--- config.mk ---
export PLATFORM = sky130hd
export DESIGN_NAME = arp_header_parse_check
export DESIGN_NICKNAME = d
export VERILOG_FILES = /design/src/rtl/core/arphpc_pkg.sv /design/src/rtl/core/arphpc_front.sv /design/src/rtl/core/arphpc_queue.sv /design/src/rtl/core/arphpc_back.sv /design/src/rtl/core/arp_header_parse_check.sv
export SDC_FILE = /design/constraint.sdc
export NUM_CORES = 1
export LEC_CHECK = 0
export BUFFER_PORTS_ARGS = -buffer_cell sky130_fd_sc_hd__buf_2
export CAP_MARGIN = 20
export CORE_MARGIN = 10
export CORE_UTILIZATION = 29
export DETAILED_ROUTE_END_ITERATION = 6
export SLEW_MARGIN = 40
export SYNTH_ARGS = -nofsm -noshare
export SYNTH_HDL_FRONTEND = slang
export SYNTH_SLANG_ARGS = --single-unit
--- constraint.sdc ---
create_clock -name clk_i -period 19.8 [get_ports clk_i]
set_input_delay 4.95 -clock clk_i [delete_from_list [all_inputs] [get_ports clk_i]]
set_output_delay 4.95 -clock clk_i [all_outputs]
set_load 0.05 [all_outputs]
--- src/rtl/core/arphpc_pkg.sv ---
// Shared types, constants and codes for the ARP header parser/checker.
// No dependencies; every other file of the block imports this package.
package arphpc_pkg;

  localparam int unsigned HdrBytes = 28;
  localparam int unsigned HdrW     = HdrBytes * 8;
  localparam int unsigned PosW     = $clog2(HdrBytes);

  localparam int unsigned QueueDepthDef = 2;

  localparam int unsigned CfgIdxW  = 1;
  localparam int unsigned CfgDataW = 16;

  localparam logic [CfgIdxW-1:0] CFG_HW_TYPE    = 1'b0;
  localparam logic [CfgIdxW-1:0] CFG_PROTO_TYPE = 1'b1;

  localparam logic [15:0] EXP_HW_TYPE_RST    = 16'h0001;
  localparam logic [15:0] EXP_PROTO_TYPE_RST = 16'h0800;

  typedef enum logic [2:0] {
    ST_OK        = 3'd0,
    ST_SHORT     = 3'd1,
    ST_BAD_HW    = 3'd2,
    ST_BAD_PROTO = 3'd3,
    ST_MCAST_MAC = 3'd4,
    ST_BAD_IP    = 3'd5
  } status_e;

  // One header record handed from the front end to the back end.
  // Byte 0 of the header sits in the top byte of hdr.
  typedef struct packed {
    logic            short_pkt;
    logic [HdrW-1:0] hdr;
  } arphpc_rec_t;

endpackage

--- src/rtl/core/arphpc_front.sv ---
// Front end: accepts packet bytes, counts header position, captures the header
// and pushes one record per packet. Depends on arphpc_pkg.
module arphpc_front import arphpc_pkg::*; (
  input  logic        clk_i,
  input  logic        rst_ni,
  input  logic        in_valid_i,
  output logic        in_stall_o,
  input  logic [7:0]  data_byte_i,
  input  logic        last_byte_i,
  input  logic        q_full_i,
  output logic        q_push_o,
  output arphpc_rec_t q_rec_o
);

  localparam logic [PosW-1:0] LastPos = PosW'(HdrBytes - 1);

  logic [PosW-1:0] pos_q, pos_d;
  logic            skip_q, skip_d;
  logic [HdrW-1:0] hdr_q, hdr_d;
  logic            accept;

  assign in_stall_o = q_full_i;
  assign accept     = in_valid_i && !q_full_i;
  assign hdr_d      = {hdr_q[HdrW-9:0], data_byte_i};

  always_comb begin
    pos_d    = pos_q;
    skip_d   = skip_q;
    q_push_o = 1'b0;
    q_rec_o  = '{short_pkt: 1'b0, hdr: hdr_d};
    if (accept) begin
      if (skip_q) begin
        // drop trailing bytes until the end of the packet
        if (last_byte_i) skip_d = 1'b0;
      end else if (pos_q == LastPos) begin
        q_push_o = 1'b1;
        pos_d    = '0;
        skip_d   = !last_byte_i;
      end else if (last_byte_i) begin
        q_push_o          = 1'b1;
        q_rec_o.short_pkt = 1'b1;
        pos_d             = '0;
      end else begin
        pos_d = pos_q + PosW'(1);
      end
    end
  end

  always_ff @(posedge clk_i or negedge rst_ni) begin
    if (!rst_ni) begin
      pos_q  <= '0;
      skip_q <= 1'b0;
    end else begin
      pos_q  <= pos_d;
      skip_q <= skip_d;
    end
  end

  always_ff @(posedge clk_i) begin
    if (accept && !skip_q) hdr_q <= hdr_d;
  end

endmodule

--- src/rtl/core/arphpc_queue.sv ---
// Short record queue between front and back end.
// Depends on arphpc_pkg for the record type.
module arphpc_queue import arphpc_pkg::*; #(
  parameter int unsigned Depth = QueueDepthDef
) (
  input  logic        clk_i,
  input  logic        rst_ni,
  input  logic        push_i,
  input  arphpc_rec_t rec_i,
  output logic        full_o,
  input  logic        pop_i,
  output logic        valid_o,
  output arphpc_rec_t rec_o
);

  localparam int unsigned PtrW = (Depth > 1) ? $clog2(Depth) : 1;
  localparam int unsigned CntW = $clog2(Depth + 1);
  localparam logic [PtrW-1:0] PtrMax = PtrW'(Depth - 1);
  localparam logic [CntW-1:0] CntMax = CntW'(Depth);

  arphpc_rec_t     mem_q [Depth];
  logic [PtrW-1:0] wr_ptr_q, rd_ptr_q;
  logic [CntW-1:0] cnt_q;
  logic            do_push, do_pop;

  assign full_o  = (cnt_q == CntMax);
  assign valid_o = (cnt_q != '0);
  assign rec_o   = mem_q[rd_ptr_q];
  assign do_push = push_i && !full_o;
  assign do_pop  = pop_i && valid_o;

  always_ff @(posedge clk_i or negedge rst_ni) begin
    if (!rst_ni) begin
      wr_ptr_q <= '0;
      rd_ptr_q <= '0;
      cnt_q    <= '0;
    end else begin
      if (do_push) wr_ptr_q <= (wr_ptr_q == PtrMax) ? '0 : wr_ptr_q + PtrW'(1);
      if (do_pop)  rd_ptr_q <= (rd_ptr_q == PtrMax) ? '0 : rd_ptr_q + PtrW'(1);
      if (do_push && !do_pop)      cnt_q <= cnt_q + CntW'(1);
      else if (do_pop && !do_push) cnt_q <= cnt_q - CntW'(1);
    end
  end

  always_ff @(posedge clk_i) begin
    if (do_push) mem_q[wr_ptr_q] <= rec_i;
  end

endmodule

--- src/rtl/core/arphpc_back.sv ---
// Back end: holds the expected-type registers, runs the header checks on the
// queue head and keeps the verdict in the output register. Depends on arphpc_pkg.
module arphpc_back import arphpc_pkg::*; (
  input  logic                clk_i,
  input  logic                rst_ni,
  input  logic                cfg_we_i,
  input  logic [CfgIdxW-1:0]  cfg_idx_i,
  input  logic [CfgDataW-1:0] cfg_wdata_i,
  input  logic                q_valid_i,
  input  arphpc_rec_t         q_rec_i,
  output logic                q_pop_o,
  output logic                out_valid_o,
  input  logic                out_stall_i,
  output logic [2:0]          status_o,
  output logic [15:0]         hw_type_o,
  output logic [15:0]         proto_type_o,
  output logic [7:0]          hw_alen_o,
  output logic [7:0]          proto_addr_len_o,
  output logic [15:0]         opcode_o,
  output logic [47:0]         sender_mac_o,
  output logic [31:0]         sender_ip_o,
  output logic [47:0]         target_mac_o,
  output logic [31:0]         target_ip_o
);

  logic [15:0]     exp_hw_q, exp_proto_q;
  logic            out_valid_q;
  logic [HdrW-1:0] hdr;
  logic [HdrW-1:0] hdr_q;
  status_e         status_d, status_q;

  // short packets report all header fields as zero
  assign hdr = q_rec_i.short_pkt ? '0 : q_rec_i.hdr;

  always_comb begin
    if (q_rec_i.short_pkt)                                     status_d = ST_SHORT;
    else if (hdr[223:208] != exp_hw_q)                         status_d = ST_BAD_HW;
    else if (hdr[207:192] != exp_proto_q)                      status_d = ST_BAD_PROTO;
    else if (hdr[152])                                         status_d = ST_MCAST_MAC;
    else if (hdr[111:80] == '0 || hdr[111:80] == 32'hFFFF_FFFF) status_d = ST_BAD_IP;
    else                                                       status_d = ST_OK;
  end

  assign q_pop_o = q_valid_i && (!out_valid_q || !out_stall_i);

  always_ff @(posedge clk_i or negedge rst_ni) begin
    if (!rst_ni) begin
      exp_hw_q    <= EXP_HW_TYPE_RST;
      exp_proto_q <= EXP_PROTO_TYPE_RST;
      out_valid_q <= 1'b0;
    end else begin
      if (cfg_we_i) begin
        unique case (cfg_idx_i)
          CFG_HW_TYPE:    exp_hw_q    <= cfg_wdata_i;
          CFG_PROTO_TYPE: exp_proto_q <= cfg_wdata_i;
          default: ;
        endcase
      end
      if (q_pop_o)          out_valid_q <= 1'b1;
      else if (!out_stall_i) out_valid_q <= 1'b0;
    end
  end

  always_ff @(posedge clk_i) begin
    if (q_pop_o) begin
      hdr_q    <= hdr;
      status_q <= status_d;
    end
  end

  assign out_valid_o      = out_valid_q;
  assign status_o         = status_q;
  assign hw_type_o        = hdr_q[223:208];
  assign proto_type_o     = hdr_q[207:192];
  assign hw_alen_o        = hdr_q[191:184];
  assign proto_addr_len_o = hdr_q[183:176];
  assign opcode_o         = hdr_q[175:160];
  assign sender_mac_o     = hdr_q[159:112];
  assign sender_ip_o      = hdr_q[111:80];
  assign target_mac_o     = hdr_q[79:32];
  assign target_ip_o      = hdr_q[31:0];

endmodule

--- src/rtl/core/arp_header_parse_check.sv ---
// ARP header parser/checker, top level.
// Instantiates arphpc_front, arphpc_queue and arphpc_back; uses arphpc_pkg.
//
// The block takes an ARP packet as one byte beat per clock, starting at the
// first header byte, with last_byte_i marking the final byte. It captures the
// 28 header bytes and delivers exactly one verdict beat per packet: at the
// 28th byte, or at an earlier last byte with status "short" and all fields
// zero. Checks, in priority order: short, hardware type, protocol type,
// multicast sender MAC, sender IP all zeros or all ones. Bytes after the
// header are dropped until the last byte. Throughput is one byte per clock
// while the queue is not full, with no gaps between packets; the front end's
// byte counter and header shift register take a byte every cycle unless
// stalled. Each verdict passes through the record queue and then into the
// output register. The queue (QueueDepth records) lets the input run on while
// a verdict waits on out_stall_i; the input stalls only when it is full.
// Write the expected types (index 0 hardware, index 1 protocol) only while no
// packet is in flight.
module arp_header_parse_check import arphpc_pkg::*; #(
  parameter int unsigned QueueDepth = QueueDepthDef
) (
  input  logic                clk_i,
  input  logic                rst_ni,
  input  logic                cfg_we_i,
  input  logic [CfgIdxW-1:0]  cfg_idx_i,
  input  logic [CfgDataW-1:0] cfg_wdata_i,
  input  logic                in_valid_i,
  output logic                in_stall_o,
  input  logic [7:0]          data_byte_i,
  input  logic                last_byte_i,
  output logic                out_valid_o,
  input  logic                out_stall_i,
  output logic [2:0]          status_o,
  output logic [15:0]         hw_type_o,
  output logic [15:0]         proto_type_o,
  output logic [7:0]          hw_alen_o,
  output logic [7:0]          proto_addr_len_o,
  output logic [15:0]         opcode_o,
  output logic [47:0]         sender_mac_o,
  output logic [31:0]         sender_ip_o,
  output logic [47:0]         target_mac_o,
  output logic [31:0]         target_ip_o
);

  // record path between the parts
  logic        q_full, q_push, q_valid, q_pop;
  arphpc_rec_t push_rec, head_rec;

  // count bytes, shift in the header, push one record per packet
  arphpc_front u_front (
    .clk_i       (clk_i),
    .rst_ni      (rst_ni),
    .in_valid_i  (in_valid_i),
    .in_stall_o  (in_stall_o),
    .data_byte_i (data_byte_i),
    .last_byte_i (last_byte_i),
    .q_full_i    (q_full),
    .q_push_o    (q_push),
    .q_rec_o     (push_rec)
  );

  // decouple byte intake from verdict delivery
  arphpc_queue #(
    .Depth (QueueDepth)
  ) u_queue (
    .clk_i   (clk_i),
    .rst_ni  (rst_ni),
    .push_i  (q_push),
    .rec_i   (push_rec),
    .full_o  (q_full),
    .pop_i   (q_pop),
    .valid_o (q_valid),
    .rec_o   (head_rec)
  );

  // check the header and hold the verdict beat
  arphpc_back u_back (
    .clk_i            (clk_i),
    .rst_ni           (rst_ni),
    .cfg_we_i         (cfg_we_i),
    .cfg_idx_i        (cfg_idx_i),
    .cfg_wdata_i      (cfg_wdata_i),
    .q_valid_i        (q_valid),
    .q_rec_i          (head_rec),
    .q_pop_o          (q_pop),
    .out_valid_o      (out_valid_o),
    .out_stall_i      (out_stall_i),
    .status_o         (status_o),
    .hw_type_o        (hw_type_o),
    .proto_type_o     (proto_type_o),
    .hw_alen_o        (hw_alen_o),
    .proto_addr_len_o (proto_addr_len_o),
    .opcode_o         (opcode_o),
    .sender_mac_o     (sender_mac_o),
    .sender_ip_o      (sender_ip_o),
    .target_mac_o     (target_mac_o),
    .target_ip_o      (target_ip_o)
  );

endmodule
==> flow_metrics.tcl <==
set metrics [dict create \
    hold_viol_final 0 \
    critPathRequiredTime_ps 20100 \
    die_w_um 358.6 \
    seq_area_um2 27900 \
    io_pins 260 \
    cts_resized 0 \
    cp.depth 7 \
    clock_skew_ps 65.74 \
    grt_pass1_wl_um 112100 \
    slew_viol_final 0 \
    dr.pass1.iters 5 \
    num_vias 16331 \
    cp_top_family "buffers and inverters" \
    cts_root_buffer "clkbuf_16" \
    finalSetupViolations 0 \
    rows 124 \
    antenna_found_initial 9 \
    max_freq_mhz 129.0 \
    outcome "completed" \
    fin_ws_ps 12050 \
    worst_slew_pin_slew_ps 783.7 \
    crit_slowest_cell "buf_6" \
    ys_seq_area_frac 0.8392 \
    synth-edff-count 893 \
    cts_buffers 97 \
    grt_max_degree 97 \
    path_buf_inv 4 \
    postCtsSetupBuffers 0 \
    whs_path_depth 0 \
    wire_per_inst_um 21.03 \
    start_util 0.2915 \
    cts_tree "built" \
    vias_per_cell 4.494 \
    fillCellCount 10663 \
    ys_types 47 \
    clock-sinks 936 \
    drv_cap 0 \
    core_area_um2 114000 \
    htree_levels 3 \
    cp-start-kind "primary input" \
    grt_use_total 0.1157 \
    crit_chain "buf_2, nor2b_1, nand2b_1, inv_8, and3_4, buf_6, buf_6" \
    max_slew_margin 0.4775 \
    rsz0062_at_grt "no" \
    yosysWarnings 0 \
    synthFlopType "edfxtp_1" \
    post_route_cells_drive_above_1_share 0.2262 \
    syn_nets 1764 \
    holdCritStartpoint "u_front.hdr_q[80]$_DFFE_PP_" \
    drc 0 \
    p_leak_uw 0.01409 \
    slowest_delay_ps 610 \
    fin_crit_ps 7751 \
    multiInputGateArea_um2 5016 \
    grt_pass1_vias 16909 \
    worstPathArrival_ps 8050 \
    die_h_um 358.6 \
    drt-initial-drc-count 1206 \
    overflow 0 \
    crit_fanout 82 \
    ctsLongestPathBuffers 3 \
    power_density_nw_per_um2 171.5 \
    nNetsFinal 2076 \
    syn_area_um2 33240 \
    synth_area_per_cell_um2 19.20 \
    hpwl_um 48570 \
    rr_startpoint "u_queue.cnt_q[1]$_DFFE_PN0P_" \
    r2r_cells 7 \
    crit_type "in2reg" \
    dieArea_um2 128600 \
    ant_nets 0 \
    synth-async-reset-ratio 0.04594 \
    critPathCaptureType "register" \
    syn2layout_area_growth_pct 19.53 \
    clk_latency_ps 690 \
    crit_top_cell "buf_6" \
    synth-seq-cells 936 \
    pre_cts_ws_ps 10600 \
    fin_setup_tns_ps 0 \
    io_buffers 259 \
    clkTransAtPathRegs_ps 60 \
    synth_cells 1731 \
    wl_um 76430 \
    post-route-period-util 0.3915 \
    ir_drop_mv 0.1479 \
    cts_hold_buf 0 \
    n_antenna_cell 0 \
    hp-class "reg2reg" \
    cp-startpoint "in_valid_i" \
    place_congestion 0.8191 \
]
-- final timing paths --
check / end / slack (ps)
worst min-delay path: u_queue.mem_q[1][88]$_DFFE_PP_ / 430
worst max register to register: u_queue.mem_q[1][35]$_DFFE_PP_ / 15840
max in group asynchronous: u_queue.rd_ptr_q$_DFFE_PN0P_ / 15030
min in group asynchronous: u_back.exp_hw_q[10]$_DFFE_PN0P_ / 4300
worst max-delay path: u_queue.mem_q[1][35]$_DFFE_PP_ / 12050
worst min register to register: u_queue.mem_q[1][88]$_DFFE_PP_ / 430
-- flip-flops by register name, summed over array words and instances, names as in the netlist, 2 cells and up --
register / count
u_back.exp_proto_q: 16
u_front.hdr_q: 216
u_front.pos_q: 5
u_back.hdr_q: 224
u_back.exp_hw_q: 16
u_queue.mem_q: 450
u_back.status_o: 3
u_queue.cnt_q: 2
-- where the power goes --
group	switching, µW	internal [µW]
sequential	282	2880
combinational	1410	401
clock	778	1070
total	2470	4350
-- placed cells by master, fill, tap and decap left out, types with 25 or more instances in the layout --
master / count
a22o_1: 25
buf_2: 258
clkbuf_16: 99
dfrtp_1: 40
edfxtp_1: 893
mux2_2: 32
mux2i_1: 184
nand2_1: 33
nor2_1: 218
o21ai_0: 29
xnor2_1: 29
-- routing by layer --
metal / track usage / share of wire / vias up
li1: - / - / 7321
met1: 0.1557 / 0.44 / 8340
met2: 0.1803 / 0.46 / 546
met3: 0.03101 / 0.072 / 120
met4: 0.03863 / 0.025 / 4
met5: 0 / 0.00026 / -
-- cell type report --
class	count	area share
Clock buffer	118	0.06466
Sequential cell	936	0.7022
Timing Repair Buffer	279	0.03984
Tap cell	1512	0.04762
Inverter	14	0.001701
Multi-Input combinational cell	715	0.1263
Clock inverter	60	0.01773
-- cell usage after synthesis, types with 2 or more instances --
library cell  count  area share
a21oi_1          11      0.0017
a22o_1           25      0.0066
a31oi_1          16      0.0030
and3_1            5     0.00094
buf_2            23      0.0035
buf_4             7      0.0016
buf_6             3      0.0010
clkbuf_1         32      0.0036
dfrtp_1          41       0.031
dfstp_2           2      0.0016
edfxtp_1        893        0.81
ha_1              2     0.00075
inv_1            14      0.0016
mux2_2           33       0.011
mux2i_1         185       0.056
nand2_1          33      0.0037
nand2b_1          9      0.0017
nand3_1           8      0.0012
nand4_1          16      0.0030
nor2_1          218       0.025
nor2b_1           7      0.0013
nor3_1           10      0.0015
nor4_1           14      0.0026
nor4bb_1         16      0.0048
o21ai_0          30      0.0045
o22ai_1           2     0.00038
o32a_1            2     0.00060
o32ai_1          14      0.0037
or2_2             2     0.00038
or4_1             2     0.00045
xnor2_1          29      0.0076
xor2_1           12      0.0032
-- cell families after synthesis --
| family | Yosys count | synth area share |
|---|---|---|
| flops | 936 | 0.8392 |
| simple gates | 344 | 0.04735 |
| mux | 218 | 0.06689 |
| compound gates | 110 | 0.02364 |
| buf+inv | 80 | 0.01137 |
| xor+xnor | 41 | 0.01080 |
| fa+ha+maj | 2 | 0.0007527 |
-- per-stage QoR --
| step | hold WS, ps | utilization | total power [µW] | instance area (µm²) | cells |
|---|---|---|---|---|---|
| detailed placement | 432.9 | 0.3192 | 5039 | 36400 | 3454 |
| global route | 432.4 | 0.3484 | 7122 | 39730 | 3634 |
| global placement | 423.5 | 0.3183 | 5014 | 36300 | 3452 |
| CTS | 427.8 | 0.3479 | 6919 | 39680 | 3632 |
| floorplan | 421.5 | - | 4493 | 33240 | 1731 |
| finish | 429.3 | 0.3484 | 6815 | 39730 | 3634 |
(Power assumes the default switching activity.)
